[config.mk]
export PLATFORM = sky130hd
export DESIGN_NAME = sfae_ctrl
export DESIGN_NICKNAME = d
export VERILOG_FILES = /design/src/rtl/sfae_pkg.sv /design/src/rtl/sfae_ctrl.sv
export SDC_FILE = /design/constraint.sdc
export NUM_CORES = 1
export LEC_CHECK = 0
export BUFFER_PORTS_ARGS = -buffer_cell sky130_fd_sc_hd__buf_2
export CORE_ASPECT_RATIO = 0.6
export CORE_UTILIZATION = 30
export DETAILED_ROUTE_END_ITERATION = 12
export PLACE_DENSITY_LB_ADDON = 0.3
export SLEW_MARGIN = 20
export SYNTH_ARGS = -nofsm -noshare
export SYNTH_HDL_FRONTEND = slang
export SYNTH_SLANG_ARGS = --single-unit
[constraint.sdc]
create_clock -name clk -period 5.5 [get_ports clk]
set_clock_uncertainty 0.2 [all_clocks]
set_input_delay 1.1 -clock clk [delete_from_list [all_inputs] [get_ports clk]]
set_output_delay 1.1 -clock clk [all_outputs]
set_load 0.02 [all_outputs]
[src/rtl/sfae_pkg.sv]
// Shared constants, types and reciprocal table of the frame averager.
package sfae_pkg;

    localparam int MAX_POINTS     = 1024;
    localparam int HISTORY_FRAMES = 16;

    localparam int PW       = $clog2(MAX_POINTS);
    localparam int SW       = $clog2(HISTORY_FRAMES);
    localparam int CW       = $clog2(HISTORY_FRAMES + 1);
    localparam int LW       = PW + 1;
    localparam int SMP_W    = 8;
    localparam int WORD_W   = 2 * SMP_W;
    localparam int SUM_W    = SMP_W + SW;
    localparam int GRP      = 4;
    localparam int NGRP     = HISTORY_FRAMES / GRP;
    localparam int GSUM_W   = SMP_W + $clog2(GRP);
    localparam int AVE_W    = 16;
    localparam int NUM_W    = 20;
    localparam int RECIP_W  = 25;
    localparam int RECIP_SH = 24;
    localparam int CFG_W    = 11;
    localparam int FRM_W    = 5;
    localparam int IDX_W    = 2;

    typedef enum logic [IDX_W-1:0] {
        REG_AVERAGE_MODE,
        REG_NUM_AVERAGE,
        REG_ENVELOPE_FRAMES,
        REG_FRAME_LENGTH
    } cfg_reg_t;

    typedef struct packed {
        logic [PW-1:0]    pos;
        logic [SW-1:0]    slot;
        logic [CW-1:0]    n;
        logic [CW-1:0]    e;
        logic             mode;
        logic             fend;
        logic [SMP_W-1:0] a;
        logic [SMP_W-1:0] b;
    } stage_t;

    // ceil(2^24 / d) for d in 1..16
    function automatic logic [RECIP_W-1:0] recip(input logic [CW-1:0] d);
        logic [RECIP_W-1:0] r;
        case (d)
            5'd2:    r = 25'd8388608;
            5'd3:    r = 25'd5592406;
            5'd4:    r = 25'd4194304;
            5'd5:    r = 25'd3355444;
            5'd6:    r = 25'd2796203;
            5'd7:    r = 25'd2396746;
            5'd8:    r = 25'd2097152;
            5'd9:    r = 25'd1864136;
            5'd10:   r = 25'd1677722;
            5'd11:   r = 25'd1525202;
            5'd12:   r = 25'd1398102;
            5'd13:   r = 25'd1290556;
            5'd14:   r = 25'd1198373;
            5'd15:   r = 25'd1118482;
            5'd16:   r = 25'd1048576;
            default: r = 25'd16777216;
        endcase
        return r;
    endfunction

endpackage

[src/rtl/sfae_ctrl.sv]
// Configuration registers and frame, slot and point counters.
module sfae_ctrl (
    input  logic                        clk,
    input  logic                        rst_n,
    input  logic                        cfg_write,
    input  logic [sfae_pkg::IDX_W-1:0]  cfg_index,
    input  logic [sfae_pkg::CFG_W-1:0]  cfg_data,
    input  logic                        take,
    input  logic                        frame_start,
    input  logic                        settings_changed,
    input  logic [sfae_pkg::SMP_W-1:0]  sample_a,
    input  logic [sfae_pkg::SMP_W-1:0]  sample_b,
    output sfae_pkg::stage_t            issue
);
    import sfae_pkg::*;

    logic             mode_reg;
    logic [FRM_W-1:0] num_reg;
    logic [FRM_W-1:0] env_reg;
    logic [CFG_W-1:0] len_cfg_reg;
    logic [CW-1:0]    count_reg, count_next;
    logic [SW-1:0]    slot_reg, slot_next;
    logic [PW-1:0]    pos_reg, pos_next;
    logic [LW-1:0]    len;
    logic             start;
    logic [CW-1:0]    n_lim, e_lim;

    always_comb
    begin
        if (len_cfg_reg == '0)
            len = LW'(1);
        else if (int'(len_cfg_reg) > MAX_POINTS)
            len = LW'(MAX_POINTS);
        else
            len = LW'(len_cfg_reg);

        start = frame_start || (count_reg == '0) || ((LW'(pos_reg) + LW'(1)) >= len);
        count_next = count_reg;
        slot_next  = slot_reg;
        pos_next   = pos_reg + PW'(1);
        if (start)
        begin
            if ((count_reg == '0) || (frame_start && settings_changed))
                count_next = CW'(1);
            else if (int'(count_reg) < HISTORY_FRAMES)
                count_next = count_reg + CW'(1);
            slot_next = slot_reg + SW'(1);
            pos_next  = '0;
        end

        if (num_reg == '0)
            n_lim = CW'(1);
        else if (int'(num_reg) > HISTORY_FRAMES)
            n_lim = CW'(HISTORY_FRAMES);
        else
            n_lim = CW'(num_reg);
        if (env_reg == '0)
            e_lim = CW'(1);
        else if (int'(env_reg) > HISTORY_FRAMES)
            e_lim = CW'(HISTORY_FRAMES);
        else
            e_lim = CW'(env_reg);

        issue.pos  = pos_next;
        issue.slot = slot_next;
        issue.n    = (n_lim > count_next) ? count_next : n_lim;
        issue.e    = (e_lim > count_next) ? count_next : e_lim;
        issue.mode = mode_reg;
        issue.fend = (LW'(pos_next) + LW'(1)) >= len;
        issue.a    = sample_a;
        issue.b    = sample_b;
    end

    always_ff @(posedge clk or negedge rst_n)
    begin
        if (!rst_n)
        begin
            mode_reg    <= 1'b0;
            num_reg     <= FRM_W'(1);
            env_reg     <= FRM_W'(1);
            len_cfg_reg <= CFG_W'(MAX_POINTS);
            count_reg   <= '0;
            slot_reg    <= '0;
            pos_reg     <= '0;
        end
        else
        begin
            if (cfg_write)
            begin
                case (cfg_reg_t'(cfg_index))
                    REG_AVERAGE_MODE:    mode_reg    <= cfg_data[0];
                    REG_NUM_AVERAGE:     num_reg     <= cfg_data[FRM_W-1:0];
                    REG_ENVELOPE_FRAMES: env_reg     <= cfg_data[FRM_W-1:0];
                    REG_FRAME_LENGTH:    len_cfg_reg <= cfg_data;
                    default:             ;
                endcase
            end
            if (take)
            begin
                count_reg <= count_next;
                slot_reg  <= slot_next;
                pos_reg   <= pos_next;
            end
        end
    end
endmodule

==> summary.md <==
| Metric | Value |
|---|---|
| Final hold viol count | `0` |
| LEAKAGE | `~2.1 nW` |
| Seq/Total Area, Yosys | `between 30% and 40%` |
| Die area | `11800 sq um` |
| R2r startpoint | `pos_reg[0]$_DFFE_PN0P_` |
| Num Clock Sinks | `41` |
| First-pass GRT wire length | `15300 um` |
| Dpl cells | `547` |
| Die W | `139 um` |
| HPWL Detailed | `7000 um` |
| Area share of fa/ha/maj cells after synthesis | `between 10 and 15%` |
| Multi-input gate area in the final layout | `2650 sq um` |
| Layout area overhead | `39.6%` |
| Worst Setup Path Type | `reg -> out` |
| Detailed-route via count | `3026` |
| Slowest cell delay on critical path | `460 ps` |
| Antenna cell count | `0` |
| Layout cells sized above 1 | `47.0%` |
| I/O Pins | `77` |
| RR Endpoint | `pos_reg[2]$_DFFE_PN0P_` |
| Yosys cell types | `54` |
| DP Worst Slack | `-221 ps` |
| DR DRC count | `0` |
| DR iter-0 viols | `116` |
| Clock Path Buffers | `2` |
| CP Max Fanout | `4` |
| R2r setup slk | `approximately 2200 ps` |
| Largest family of logic cells by synthesized area | `simple AND/OR/NAND/NOR gates` |
| Setup violations, final | `6` |
| Setup crit end kind | `output port` |
| Ys Warns | `0` |
| Tightest hold margin | `293 ps` |
| Core area | `10800 sq um` |
| CTS tree | `yes` |
| Num CTS Buffers | `5` |
| Clock Root Buffer | `clkbuf_16` |
| Cell row count | `29` |
| Peak Freq | `178 MHz` |
| Nets@finish | `about 510` |
| Synth Instances | `~370` |
| Failing checks | `negative setup slack` |
| Most used DFF post-synth | `dfrtp_1` |
| Non-Filler Instances | `579` |
| Post-route ant nets | `0` |
| Die H | `84.4 um` |
| Crit path to | `issue[16]` |
| Syn nets | `approximately 440` |
| Required time of the critical path | `approximately 4200 ps` |
| Simple-gate share of the synthesized area | `20.3%` |
| Port bufs | `44` |
| RePlAce Congestion | `0.941` |
| Tcrit/Tclk final | `102%` |
| Multiplexer share of the synthesized area | `10.8%` |
| Slew headroom | `between 30% and 40%` |
| Commonest cells after routing, fill and taps aside | `buf_4, dfrtp_1, buf_2` |
| Status | `complete, but fails checks` |
| RSZ-0062 raised after global routing | `true` |
| Synth Area in Compound Gates | `12.3%` |
| Post-synth EDFFs | `0` |
| CP Data Arrival Time | `4330 ps` |
| Routed WL | `9740 um` |
| PnR worst setup slack | `-130 ps` |
| #FFs+latches synth | `41` |
| Most used cell, CP | `ha_4` |
| Min-delay worst type | `reg -> reg` |
| FF-to-FF path depth | `16` |
| Final Max Tran Viols | `0` |
| Commonest non-fill, non-tap cell in the layout | `buf_4` |
| Final min period | `roughly 5600 ps` |
| Syn avg cell area | `9.28 sq um` |
| Synthesized cell area | `3400 sq um` |
| Grt total ovfl | `0` |
| H-tree depth | `2` |
| Initial Utilization | `between 30% and 40%` |
| Hold_buf cts | `0` |
| Fill cell count | `about 1000` |
| Worst Setup Start Kind | `register` |
| Max_cap viols | `0` |
| Vias/cell | `between 5 and 6` |
| Post-Synth XOR/XNOR Area | `5.93%` |
| WL per Instance | `16.8 um` |
| Vias in the first global route | `2899` |
| GRT Overall Usage | `16.8%` |
| Crit path cell chain | `ha_4 -> nand3_4 -> nor2_4 -> xnor2_2 -> inv_2 -> ha_4 -> a21o_1 -> a221oi_2 -> o21a_2 -> o21a_1 -> and2_4 -> ha_4 -> nand2_4 -> a21oi_4 -> nand4_1 -> xor2_1 -> nor2_1 -> ha_1 -> a211oi_2 -> nand2_1 -> nor2_1 -> a21oi_1 -> o31a_1 -> buf_6` |
| CP max-delay cell | `dfrtp_2` |
| Initial antenna violation count | `0` |
| Worst Setup SP | `pos_reg[0]$_DFFE_PN0P_` |
| Skew-Pair Late Insertion Delay | `290 ps` |
| Async SR Flop Fraction | `100%` |
| Largest net degree at the start of global routing | `42` |
| Flip-flop and latch area | `about 1000 sq um` |
| CTS clk-pin slew, worst paths | `60 ps` |
| Pwr Density | `463 nW/um^2` |
| Actual slew at the worst max-slew pin | `995 ps` |
| Drt pass-1 iters | `4` |
| Worst IR Drop VDD | `325 uV` |
| Max reg flops | `11` |
## worst max-delay path, delay by kind of cell (launching register included)
kind	cells	cell delay [ps]
xor+xnor	2	370
compound gates	8	1340
fa+ha+maj	4	890
buf+inv	2	220
flops	1	460
simple gates	8	730
## Yosys cell counts, types with 5 or more instances
cell type / instances / share of area (%)
clkbuf_1: 7 / 0.77
or3_1: 5 / 0.92
buf_4: 18 / 4.0
inv_1: 12 / 1.3
and3_1: 5 / 0.92
nor2_1: 25 / 2.8
and2_1: 6 / 1.1
a21oi_1: 12 / 1.8
o21ai_0: 13 / 1.9
dfrtp_1: 38 / 28
xor2_1: 6 / 1.5
xnor2_1: 17 / 4.4
mux2_2: 30 / 9.9
nand2b_1: 8 / 1.5
nand2_1: 36 / 4.0
nand3_1: 14 / 2.1
ha_1: 37 / 14
nor2b_1: 10 / 1.8
## worst min path at each step
| stage | from | end | cells after the start |
|---|---|---|---|
| 3_3_place_gp | slot_reg[3]$_DFFE_PN0P_ | slot_reg[3]$_DFFE_PN0P_ | 1 |
| 2_1_floorplan | slot_reg[3]$_DFFE_PN0P_ | slot_reg[3]$_DFFE_PN0P_ | 1 |
| 5_1_grt | slot_reg[3]$_DFFE_PN0P_ | slot_reg[3]$_DFFE_PN0P_ | 1 |
| 4_1_cts | slot_reg[3]$_DFFE_PN0P_ | slot_reg[3]$_DFFE_PN0P_ | 1 |
| 3_5_place_dp | slot_reg[3]$_DFFE_PN0P_ | slot_reg[3]$_DFFE_PN0P_ | 1 |
| 6_report | slot_reg[3]$_DFFE_PN0P_ | slot_reg[3]$_DFFE_PN0P_ | 1 |
## routing by layer
metal	GRT usage, %	wire [um]	share of wire (%)	vias up
met2	22.8	3940	40	86
met5	0	0	0	-
li1	-	-	-	1444
met3	4.28	546	5.6	15
met1	26.1	5180	53	1481
met4	3.03	75	0.77	0
## what timing repair did
item / in CTS / in global routing
endpoints found under the hold margin: 0 / 0
buffers inserted: 14 / 10
pin swaps: 27 / 28
setup endpoints to repair: 11 / 11
resized for setup: 41 / 50
## kinds of logic after synthesis
group	count (synthesis)
AO/OA/AOI/OAI	60
XOR/XNOR	23
adder cells (fa/ha/maj)	37
buffers and inverters	40
flip-flops	41
multiplexers	33
AND/OR/NAND/NOR	132
## layout make-up
cell class | instances | area share [%]
multi-input combinational | 285 | 55.9
timing repair buffer | 93 | 14.0
inverter | 13 | 1.03
clock buffer | 7 | 3.01
tap | 139 | 3.67
sequential | 41 | 21.8
clock inverter | 1 | 0.633
## power breakdown
group	total, mW	internal [mW]	switching [mW]
clock	0.346	0.227	0.119
sequential	0.466	0.373	0.0924
combinational	1.39	0.670	0.715
## stage by stage
stage	power, mW	cell area [sq um]	utilization, %	setup TNS (ps)
4_1_cts	1.92	4370	40.6	-462
6_report	2.20	4740	44.0	-492
3_3_place_gp	1.41	3900	36.2	-167
3_5_place_dp	1.43	3900	36.2	-321
2_1_floorplan	1.13	3500	-	-57.8
5_1_grt	2.35	4740	44.0	-2660
No activity file was read; power rests on OpenSTA's default activity.
